[config.mk]
export PLATFORM = sky130hd
export DESIGN_NAME = gregorian_date_arithmetic_top
export DESIGN_NICKNAME = d
export VERILOG_FILES = /design/src/hdl/gda_pkg.sv /design/src/hdl/gregorian_date_arithmetic_top.sv
export SDC_FILE = /design/constraint.sdc
export NUM_CORES = 2
export LEC_CHECK = 0
export BUFFER_PORTS_ARGS = -buffer_cell sky130_fd_sc_hd__buf_2
export CORE_UTILIZATION = 60
export CTS_CLUSTER_SIZE = 10
export DETAILED_ROUTE_END_ITERATION = 16
export PLACE_DENSITY_LB_ADDON = 0.15
export SETUP_SLACK_MARGIN = 0.15
export SLEW_MARGIN = 20
export SYNTH_ARGS = -nofsm -noshare
export SYNTH_HDL_FRONTEND = slang
export SYNTH_SLANG_ARGS = --single-unit
[constraint.sdc]
create_clock -name clk_i -period 53.5 [get_ports clk_i]
set_input_delay 2.675 -clock clk_i [delete_from_list [all_inputs] [get_ports clk_i]]
set_output_delay 2.675 -clock clk_i [all_outputs]
set_load 0.01 [all_outputs]
[src/hdl/gda_pkg.sv]
// package for the gregorian date arithmetic block
// types, constants, reciprocal factors and calendar tables; no dependencies
`default_nettype none
package gda_pkg;

  localparam int unsigned MaxYear = 9999;

  localparam int unsigned InDataW  = 72;
  localparam int unsigned OutDataW = 48;

  localparam logic signed [25:0] DistMax = 26'sd4194303;
  localparam logic signed [25:0] DistMin = -26'sd4194304;

  // days from 0000-03-01 back to 0000-01-01, plus one era
  localparam logic signed [25:0] EraBias = 26'sd146037;

  typedef enum logic {
    REQ_DIFF   = 1'b0,
    REQ_OFFSET = 1'b1
  } req_e;

  // reciprocal factors: x / D == (x * M) >> S for x below the noted width
  localparam int unsigned         S100a  = 22;  // x < 2**15
  localparam logic [25:0]         M100a  = 26'(((64'd1 << 22) + 64'd99) / 64'd100);
  localparam int unsigned         SEra   = 42;  // x < 2**24
  localparam logic [25:0]         MEra   = 26'(((64'd1 << 42) + 64'd146096) / 64'd146097);
  localparam int unsigned         S1460  = 29;  // x < 2**18
  localparam logic [25:0]         M1460  = 26'(((64'd1 << 29) + 64'd1459) / 64'd1460);
  localparam int unsigned         S36524 = 34;
  localparam logic [25:0]         M36524 = 26'(((64'd1 << 34) + 64'd36523) / 64'd36524);
  localparam int unsigned         S146096 = 36;
  localparam logic [25:0]         M146096 = 26'(((64'd1 << 36) + 64'd146095) / 64'd146096);
  localparam int unsigned         S365   = 27;
  localparam logic [25:0]         M365   = 26'(((64'd1 << 27) + 64'd364) / 64'd365);
  localparam int unsigned         S153   = 19;  // x < 2**11
  localparam logic [25:0]         M153   = 26'(((64'd1 << 19) + 64'd152) / 64'd153);
  localparam int unsigned         S100b  = 16;  // x < 2**9
  localparam logic [25:0]         M100b  = 26'(((64'd1 << 16) + 64'd99) / 64'd100);

  typedef struct packed {
    logic [22:0] y365;
    logic [12:0] q4;
    logic [7:0]  q100;
    logic [5:0]  q400;
    logic [8:0]  cum;
    logic        leap_add;
    logic [4:0]  day;
  } date_terms_t;

  function automatic logic [24:0] div_c(input logic [24:0] x, input logic [25:0] m,
                                        input int unsigned s);
    logic [50:0] p;
    p = 51'(x) * 51'(m);
    return 25'(p >> s);
  endfunction

  function automatic logic [8:0] cum_days(input logic [3:0] m);
    logic [8:0] c;
    case (m)
      4'd1:    c = 9'd0;
      4'd2:    c = 9'd31;
      4'd3:    c = 9'd59;
      4'd4:    c = 9'd90;
      4'd5:    c = 9'd120;
      4'd6:    c = 9'd151;
      4'd7:    c = 9'd181;
      4'd8:    c = 9'd212;
      4'd9:    c = 9'd243;
      4'd10:   c = 9'd273;
      4'd11:   c = 9'd304;
      default: c = 9'd334;
    endcase
    return c;
  endfunction

  // first day of year of each month, counted from march
  function automatic logic [8:0] mar_start(input logic [3:0] mp);
    logic [8:0] c;
    case (mp)
      4'd0:    c = 9'd0;
      4'd1:    c = 9'd31;
      4'd2:    c = 9'd61;
      4'd3:    c = 9'd92;
      4'd4:    c = 9'd122;
      4'd5:    c = 9'd153;
      4'd6:    c = 9'd184;
      4'd7:    c = 9'd214;
      4'd8:    c = 9'd245;
      4'd9:    c = 9'd275;
      4'd10:   c = 9'd306;
      default: c = 9'd337;
    endcase
    return c;
  endfunction

  function automatic date_terms_t date_terms(input logic [3:0] m, input logic [4:0] d,
                                             input logic [13:0] y);
    date_terms_t t;
    logic [3:0]  mc;
    logic [24:0] q_y, q_y99, q_y399;
    logic        div100, leap;
    mc     = (m == 4'd0) ? 4'd1 : ((m > 4'd12) ? 4'd12 : m);
    q_y    = div_c(25'(y), M100a, S100a);
    q_y99  = div_c(25'(y) + 25'd99, M100a, S100a);
    q_y399 = div_c(25'(y) + 25'd399, M100a, S100a);
    div100 = (q_y == q_y99);
    leap   = (y[1:0] == 2'b00) && (!div100 || (q_y[1:0] == 2'b00));
    t.y365     = 23'(23'(y) * 23'd365);
    t.q4       = 13'((15'(y) + 15'd3) >> 2);
    t.q100     = q_y99[7:0];
    t.q400     = q_y399[7:2];
    t.cum      = cum_days(mc);
    t.leap_add = (mc > 4'd2) && leap;
    t.day      = d;
    return t;
  endfunction

  function automatic logic signed [25:0] day_num(input date_terms_t t);
    return $signed(26'(t.y365)) + $signed(26'(t.q4)) - $signed(26'(t.q100))
         + $signed(26'(t.q400)) + $signed(26'(t.cum)) + $signed(26'(t.leap_add))
         + $signed(26'(t.day)) - 26'sd1;
  endfunction

endpackage
`default_nettype wire

[src/hdl/gregorian_date_arithmetic_top.sv]
// gregorian date difference and day offset, ten stage pipeline
// depends on gda_pkg
//
// channel   dir  tdata (low bit up)                                     tuser
// s_axis    in   first m/d/y, second m/d/y, day_offset                 req_type
// m_axis    out  distance_days, result_month, result_day, result_year range_error
//
// one item can enter every cycle while the output is not stalled; the whole pipeline advances together
// a stalled output freezes every stage, so nothing is lost or repeated
// reset clears the valid bits only
`default_nettype none
module gregorian_date_arithmetic_top import gda_pkg::*; (
  input  wire logic                 clk_i,
  input  wire logic                 rst_ni,
  input  wire logic                 s_axis_tvalid,
  output      logic                 s_axis_tready,
  // first_month, first_day, first_year, second_month, second_day, second_year, day_offset
  input  wire logic [InDataW-1:0]   s_axis_tdata,
  // req_type
  input  wire logic                 s_axis_tuser,
  output      logic                 m_axis_tvalid,
  input  wire logic                 m_axis_tready,
  // distance_days, result_month, result_day, result_year
  output      logic [OutDataW-1:0]  m_axis_tdata,
  // range_error
  output      logic                 m_axis_tuser
);

  localparam int unsigned NStages = 10;

  logic [NStages-1:0] v_q, v_d;
  logic               en;

  assign en            = !v_q[NStages-1] || m_axis_tready;
  assign s_axis_tready = en;
  assign v_d           = {v_q[NStages-2:0], s_axis_tvalid};

  always_ff @(posedge clk_i or negedge rst_ni) begin
    if (!rst_ni) begin
      v_q <= '0;
    end else if (en) begin
      v_q <= v_d;
    end
  end

  // stage payloads
  req_e                 rq_q [NStages-1];
  date_terms_t          ta_q, tb_q;
  logic signed [22:0]   off1_q, off2_q;
  logic signed [25:0]   na_q, nb_q;
  logic signed [22:0]   dist_q [3:NStages];
  logic                 neg_q [3:NStages];
  logic [23:0]          z3_q, z4_q;
  logic [6:0]           era_q [4:NStages-1];
  logic [17:0]          doe_q [5:7];
  logic [17:0]          t6_q;
  logic [8:0]           yoe_q [7:9];
  logic [8:0]           doy_q [8:9];
  logic [3:0]           mp9_q;
  logic [3:0]           mon_q;
  logic [4:0]           day_q;
  logic [13:0]          year_q;

  req_e                 req_in;
  logic signed [25:0]   diff_d, sum_d;
  logic signed [22:0]   dist_d;
  logic [24:0]          era_d;
  logic [17:0]          doe_d, t_d;
  logic [24:0]          yoe_d, mp_d;
  logic [8:0]           doy_d;
  logic signed [16:0]   y_full;
  logic [3:0]           mon_d;
  logic [4:0]           day_d;
  logic                 err_d;

  assign req_in = req_e'(s_axis_tuser);

  always_comb begin
    diff_d = nb_q - na_q;
    if (diff_d > DistMax) begin
      dist_d = 23'(DistMax);
    end else if (diff_d < DistMin) begin
      dist_d = 23'(DistMin);
    end else begin
      dist_d = 23'(diff_d);
    end
    sum_d   = na_q + 26'(off2_q);
    era_d   = div_c(25'(z3_q), MEra, SEra);
    doe_d   = 18'(z4_q - 24'(era_q[4] * 18'd146097));
    t_d     = 18'(doe_q[5] - 18'(div_c(25'(doe_q[5]), M1460, S1460))
            + 18'(div_c(25'(doe_q[5]), M36524, S36524))
            - 18'(div_c(25'(doe_q[5]), M146096, S146096)));
    yoe_d   = div_c(25'(t6_q), M365, S365);
    doy_d   = 9'(doe_q[7] - 18'(yoe_q[7] * 18'd365) - 18'(yoe_q[7] >> 2)
            + 18'(div_c(25'(yoe_q[7]), M100b, S100b)));
    mp_d    = div_c(25'(12'(doy_q[8] * 12'd5) + 12'd2), M153, S153);
    mon_d   = (mp9_q < 4'd10) ? mp9_q + 4'd3 : mp9_q - 4'd9;
    day_d   = 5'(doy_q[9] - mar_start(mp9_q) + 9'd1);
    y_full  = $signed(17'(era_q[9] * 17'd400)) + $signed(17'(yoe_q[9]))
            - 17'sd400 + ((mp9_q >= 4'd10) ? 17'sd1 : 17'sd0);
    err_d   = neg_q[9] || (y_full < 0) || (y_full > $signed(17'(MaxYear)));
  end

  always_ff @(posedge clk_i) begin
    if (en) begin
      rq_q[0]   <= req_in;
      ta_q      <= date_terms(s_axis_tdata[3:0], s_axis_tdata[8:4], s_axis_tdata[22:9]);
      tb_q      <= date_terms(s_axis_tdata[26:23], s_axis_tdata[31:27], s_axis_tdata[45:32]);
      off1_q    <= $signed(s_axis_tdata[68:46]);
      for (int i = 1; i < NStages - 1; i++) begin
        rq_q[i] <= rq_q[i-1];
      end
      // stage 2: day numbers
      na_q      <= day_num(ta_q);
      nb_q      <= day_num(tb_q);
      off2_q    <= off1_q;
      // stage 3: difference and offset sum
      dist_q[3] <= dist_d;
      neg_q[3]  <= sum_d < 0;
      z3_q      <= 24'(sum_d + EraBias);
      for (int i = 4; i < NStages; i++) begin
        dist_q[i] <= dist_q[i-1];
        neg_q[i]  <= neg_q[i-1];
      end
      // stage 4..9: era, day of era, year of era, day of year, march month
      z4_q      <= z3_q;
      era_q[4]  <= era_d[6:0];
      for (int i = 5; i < NStages; i++) begin
        era_q[i] <= era_q[i-1];
      end
      doe_q[5]  <= doe_d;
      t6_q      <= t_d;
      doe_q[6]  <= doe_q[5];
      doe_q[7]  <= doe_q[6];
      yoe_q[7]  <= yoe_d[8:0];
      yoe_q[8]  <= yoe_q[7];
      yoe_q[9]  <= yoe_q[8];
      doy_q[8]  <= doy_d;
      doy_q[9]  <= doy_q[8];
      mp9_q     <= mp_d[3:0];
      // output register
      if (rq_q[8] == REQ_OFFSET && !err_d) begin
        mon_q  <= mon_d;
        day_q  <= day_d;
        year_q <= 14'(y_full);
      end else begin
        mon_q  <= '0;
        day_q  <= '0;
        year_q <= '0;
      end
      neg_q[NStages] <= (rq_q[8] == REQ_OFFSET) && err_d;
      dist_q[NStages] <= (rq_q[8] == REQ_DIFF) ? dist_q[9] : '0;
    end
  end

  assign m_axis_tvalid = v_q[NStages-1];
  assign m_axis_tdata  = {2'b00, year_q, day_q, mon_q, dist_q[NStages]};
  assign m_axis_tuser  = neg_q[NStages];

`ifndef SYNTHESIS
  a_err_zero: assert property (@(posedge clk_i) disable iff (!rst_ni)
    m_axis_tvalid && m_axis_tuser |-> (m_axis_tdata[45:23] == '0))
    else $error("range error item carries a date");
  a_err_nodist: assert property (@(posedge clk_i) disable iff (!rst_ni)
    m_axis_tvalid && m_axis_tuser |-> (m_axis_tdata[22:0] == '0))
    else $error("range error item carries a distance");
  a_date_ok: assert property (@(posedge clk_i) disable iff (!rst_ni)
    m_axis_tvalid && (m_axis_tdata[26:23] != '0) |->
      (m_axis_tdata[26:23] <= 4'd12) && (m_axis_tdata[31:27] != '0)
      && (m_axis_tdata[22:0] == '0))
    else $error("offset result date malformed");
  a_freeze: assert property (@(posedge clk_i) disable iff (!rst_ni)
    m_axis_tvalid && !m_axis_tready |=> m_axis_tvalid && $stable(v_q))
    else $error("pipeline moved during output stall");
`endif

endmodule
`default_nettype wire
==> results.sh <==
export IMPL_rsz0062_at_grt="false"
export IMPL_drive_above_1_share=0.0372
export IMPL_cts_resized=0
export IMPL_worstMarginPinSlew_ns=1.15
export IMPL_yosysTopAreaCellShare=0.266
export IMPL_synth_cell_type_count=97
export IMPL_crit_buf_inv=8
export IMPL_overflow=0
export IMPL_pin_count=128
export IMPL_wire_per_inst_um=17.7
export IMPL_netlist_area_mm2=0.0898
export IMPL_drc=0
export IMPL_final_common_cell="inv_1"
export IMPL_synth_enable_flop_cells=635
export IMPL_grt_max_degree=189
export IMPL_io_buffers=122
export IMPL_critPathKind="reg2reg"
export IMPL_fin_crit_sh=0.209
export IMPL_core_area_mm2=0.148
export IMPL_critPathCaptureType="register"
export IMPL_crit_slowest_cell="fa_1"
export IMPL_num_fill_cells=11800
export IMPL_hpwlAfterDp_mm=158
export IMPL_drt_pass1_iter_count=5
export IMPL_clk_root_buffer_cell="clkbuf_16"
export IMPL_async_flop_share=0.0154
export IMPL_synth_area_leader_cell="ha_1"
export IMPL_dieArea_mm2=0.151
export IMPL_ant_nets=0
export IMPL_cts_sinks=650
export IMPL_final_max_slew_viol_count=0
export IMPL_num_nets_final=11600
export IMPL_slowest_delay_ns=0.62
export IMPL_crit_arrival_ns=11.63
export IMPL_antenna_found_initial=5
export IMPL_mostFrequentLayoutCells="2,269 x inv_1, 1,911 x ha_1, 1,173 x fa_1"
export IMPL_clock_latency_ns=0.69
export IMPL_final_area_mm2=0.0952
export IMPL_pre_cts_ws_ns=41.91
export IMPL_setup_viol=0
export IMPL_setup_tns_ns=0
export IMPL_required_ns=53.93
export IMPL_h_tree_depth=3
export IMPL_ys_flop_type="edfxtp_1"
export IMPL_cts_tree="built"
export IMPL_yosysSeqAreaShare=0.216
export IMPL_gp_congestion=0.904
export IMPL_path_clk_slew_ns=0.05
export IMPL_start_kind="register"
export IMPL_grt_pass1_vias=59700
export IMPL_clockBufferDepth=3
export IMPL_yosys_warnings=0
export IMPL_die_h_um=389
export IMPL_cts_hold_buf=0
export IMPL_crit_fanout=14
export IMPL_syn_inst=8223
export IMPL_routed_wirelength_mm=184
export IMPL_grt_pass1_wl_mm=306
export IMPL_grt_use_total=0.256
export IMPL_vias_per_cell=5.33
export IMPL_cp_top_family="adder cells"
export IMPL_worst_slack_ns=42.30
export IMPL_hold_viol=0
export IMPL_synth_area_leaders="ha_1 27%, fa_1 26%, edfxtp_1 21%, inv_1 9.5%, xnor2_1 3.1%"
export IMPL_timing_critical_path_mode_cell="fa_1"
export IMPL_placementRows=141
export IMPL_cts_buffers=81
export IMPL_status="finished clean"
export IMPL_die_x_um=389
export IMPL_postCtsSetupBuffers=0
export IMPL_hold_class="reg2reg"
export IMPL_timing_slew_headroom=0.235
export IMPL_fin_skew_ns=0.0499
export IMPL_syn_area_per_cell_um2=10.9
export IMPL_dr_first_iter_drc_count=2148
export IMPL_period_minus_slack_ns=11.20
export IMPL_dp_cells=10300
export IMPL_cap_violations=0
export IMPL_start_util=0.606
export IMPL_fin_cells=10400
export IMPL_vias=55300
export IMPL_syn_to_final_growth_pct=6.07
export IMPL_max_clock_freq_mhz=89.3
export IMPL_ys_seq_elements=650
export IMPL_dpl_cell_area_mm2=0.0927
-- synthesized netlist by cell type (11+ instances only) --
cell / count
nand2_1: 162
nand2b_1: 45
ha_1: 1911
nor2_1: 206
a31oi_1: 27
edfxtp_1: 635
mux2_2: 11
o21ai_0: 162
o211ai_1: 17
o21a_1: 43
a21oi_1: 255
clkbuf_1: 16
a211o_1: 16
or2_2: 21
a21boi_0: 18
a211oi_1: 30
nor3_1: 59
fa_1: 1173
and2_1: 16
or3_1: 18
inv_1: 2269
o31ai_1: 18
nand3_1: 70
nand4_1: 28
o21bai_1: 42
xor2_1: 123
buf_4: 26
a21o_1: 152
and3_1: 49
xnor2_1: 313
nor2b_1: 72
-- cell families after synthesis --
kind of cell	synth area share
AO/OA/AOI/OAI	0.0668
XOR/XNOR	0.0433
adder cells (fa/ha/maj)	0.528
buffers and inverters	0.0984
flip-flops	0.216
multiplexers	0.00249
other	0.0000418
AND/OR/NAND/NOR	0.0447
-- metal layers --
layer | GRT usage | part of all wire
met1 | 0.316 | 0.41
met2 | 0.466 | 0.52
met3 | 0.0239 | 0.030
met4 | 0.0926 | 0.039
met5 | 0 | 0.00026
-- flip-flops by register name, summed over array words and instances, names as in the netlist, named ones only --
register / flops
era_q: 42
t6_q: 18
yoe_q: 27
off2_q: 23
ta_q: 65
tb_q: 65
day_q: 5
z4_q: 18
doe_q: 36
nb_q: 26
year_q: 14
mon_q: 4
doy_q: 14
off1_q: 23
rq_q: 9
dist_q: 184
na_q: 26
mp9_q: 4
neg_q: 8
z3_q: 24
v_q: 10
-- worst paths after layout --
check / from / depth (start not counted) / slack [ns] / to
max: doe_q[1][28] / 39 / 42.30 / t6_q[14]
min: off1_q[14] / 0 / 0.39 / off2_q[14]
max reg2reg: doe_q[1][28] / 39 / 42.30 / t6_q[14]
min reg2reg: off1_q[14] / 0 / 0.39 / off2_q[14]
max in group asynchronous: rst_ni / 1 / 51.49 / v_q[1]
min in group asynchronous: rst_ni / 1 / 1.82 / v_q[8]
-- area by class of cell --
class                      count  area (um2)  area share
multi-input combinational   5255       61500       0.646
sequential                   650       19400       0.204
inverter                    2270        8520      0.0895
tap                         1930        2410      0.0254
clock buffer                  96        2090      0.0220
timing repair buffer         145         808     0.00849
clock inverter                27         429     0.00451
antenna                        1        2.50   0.0000263
-- metrics by stage --
step / hold WS (ns) / util
floorplan: 0.400 / -
global placement: 0.400 / 0.625
detailed placement: 0.405 / 0.625
CTS: 0.392 / 0.643
global route: 0.408 / 0.643
finish: 0.390 / 0.643
Power is left out: the tool's default activity adds up to more than one toggle a clock period on the data nets, which glitch-free logic cannot reach.
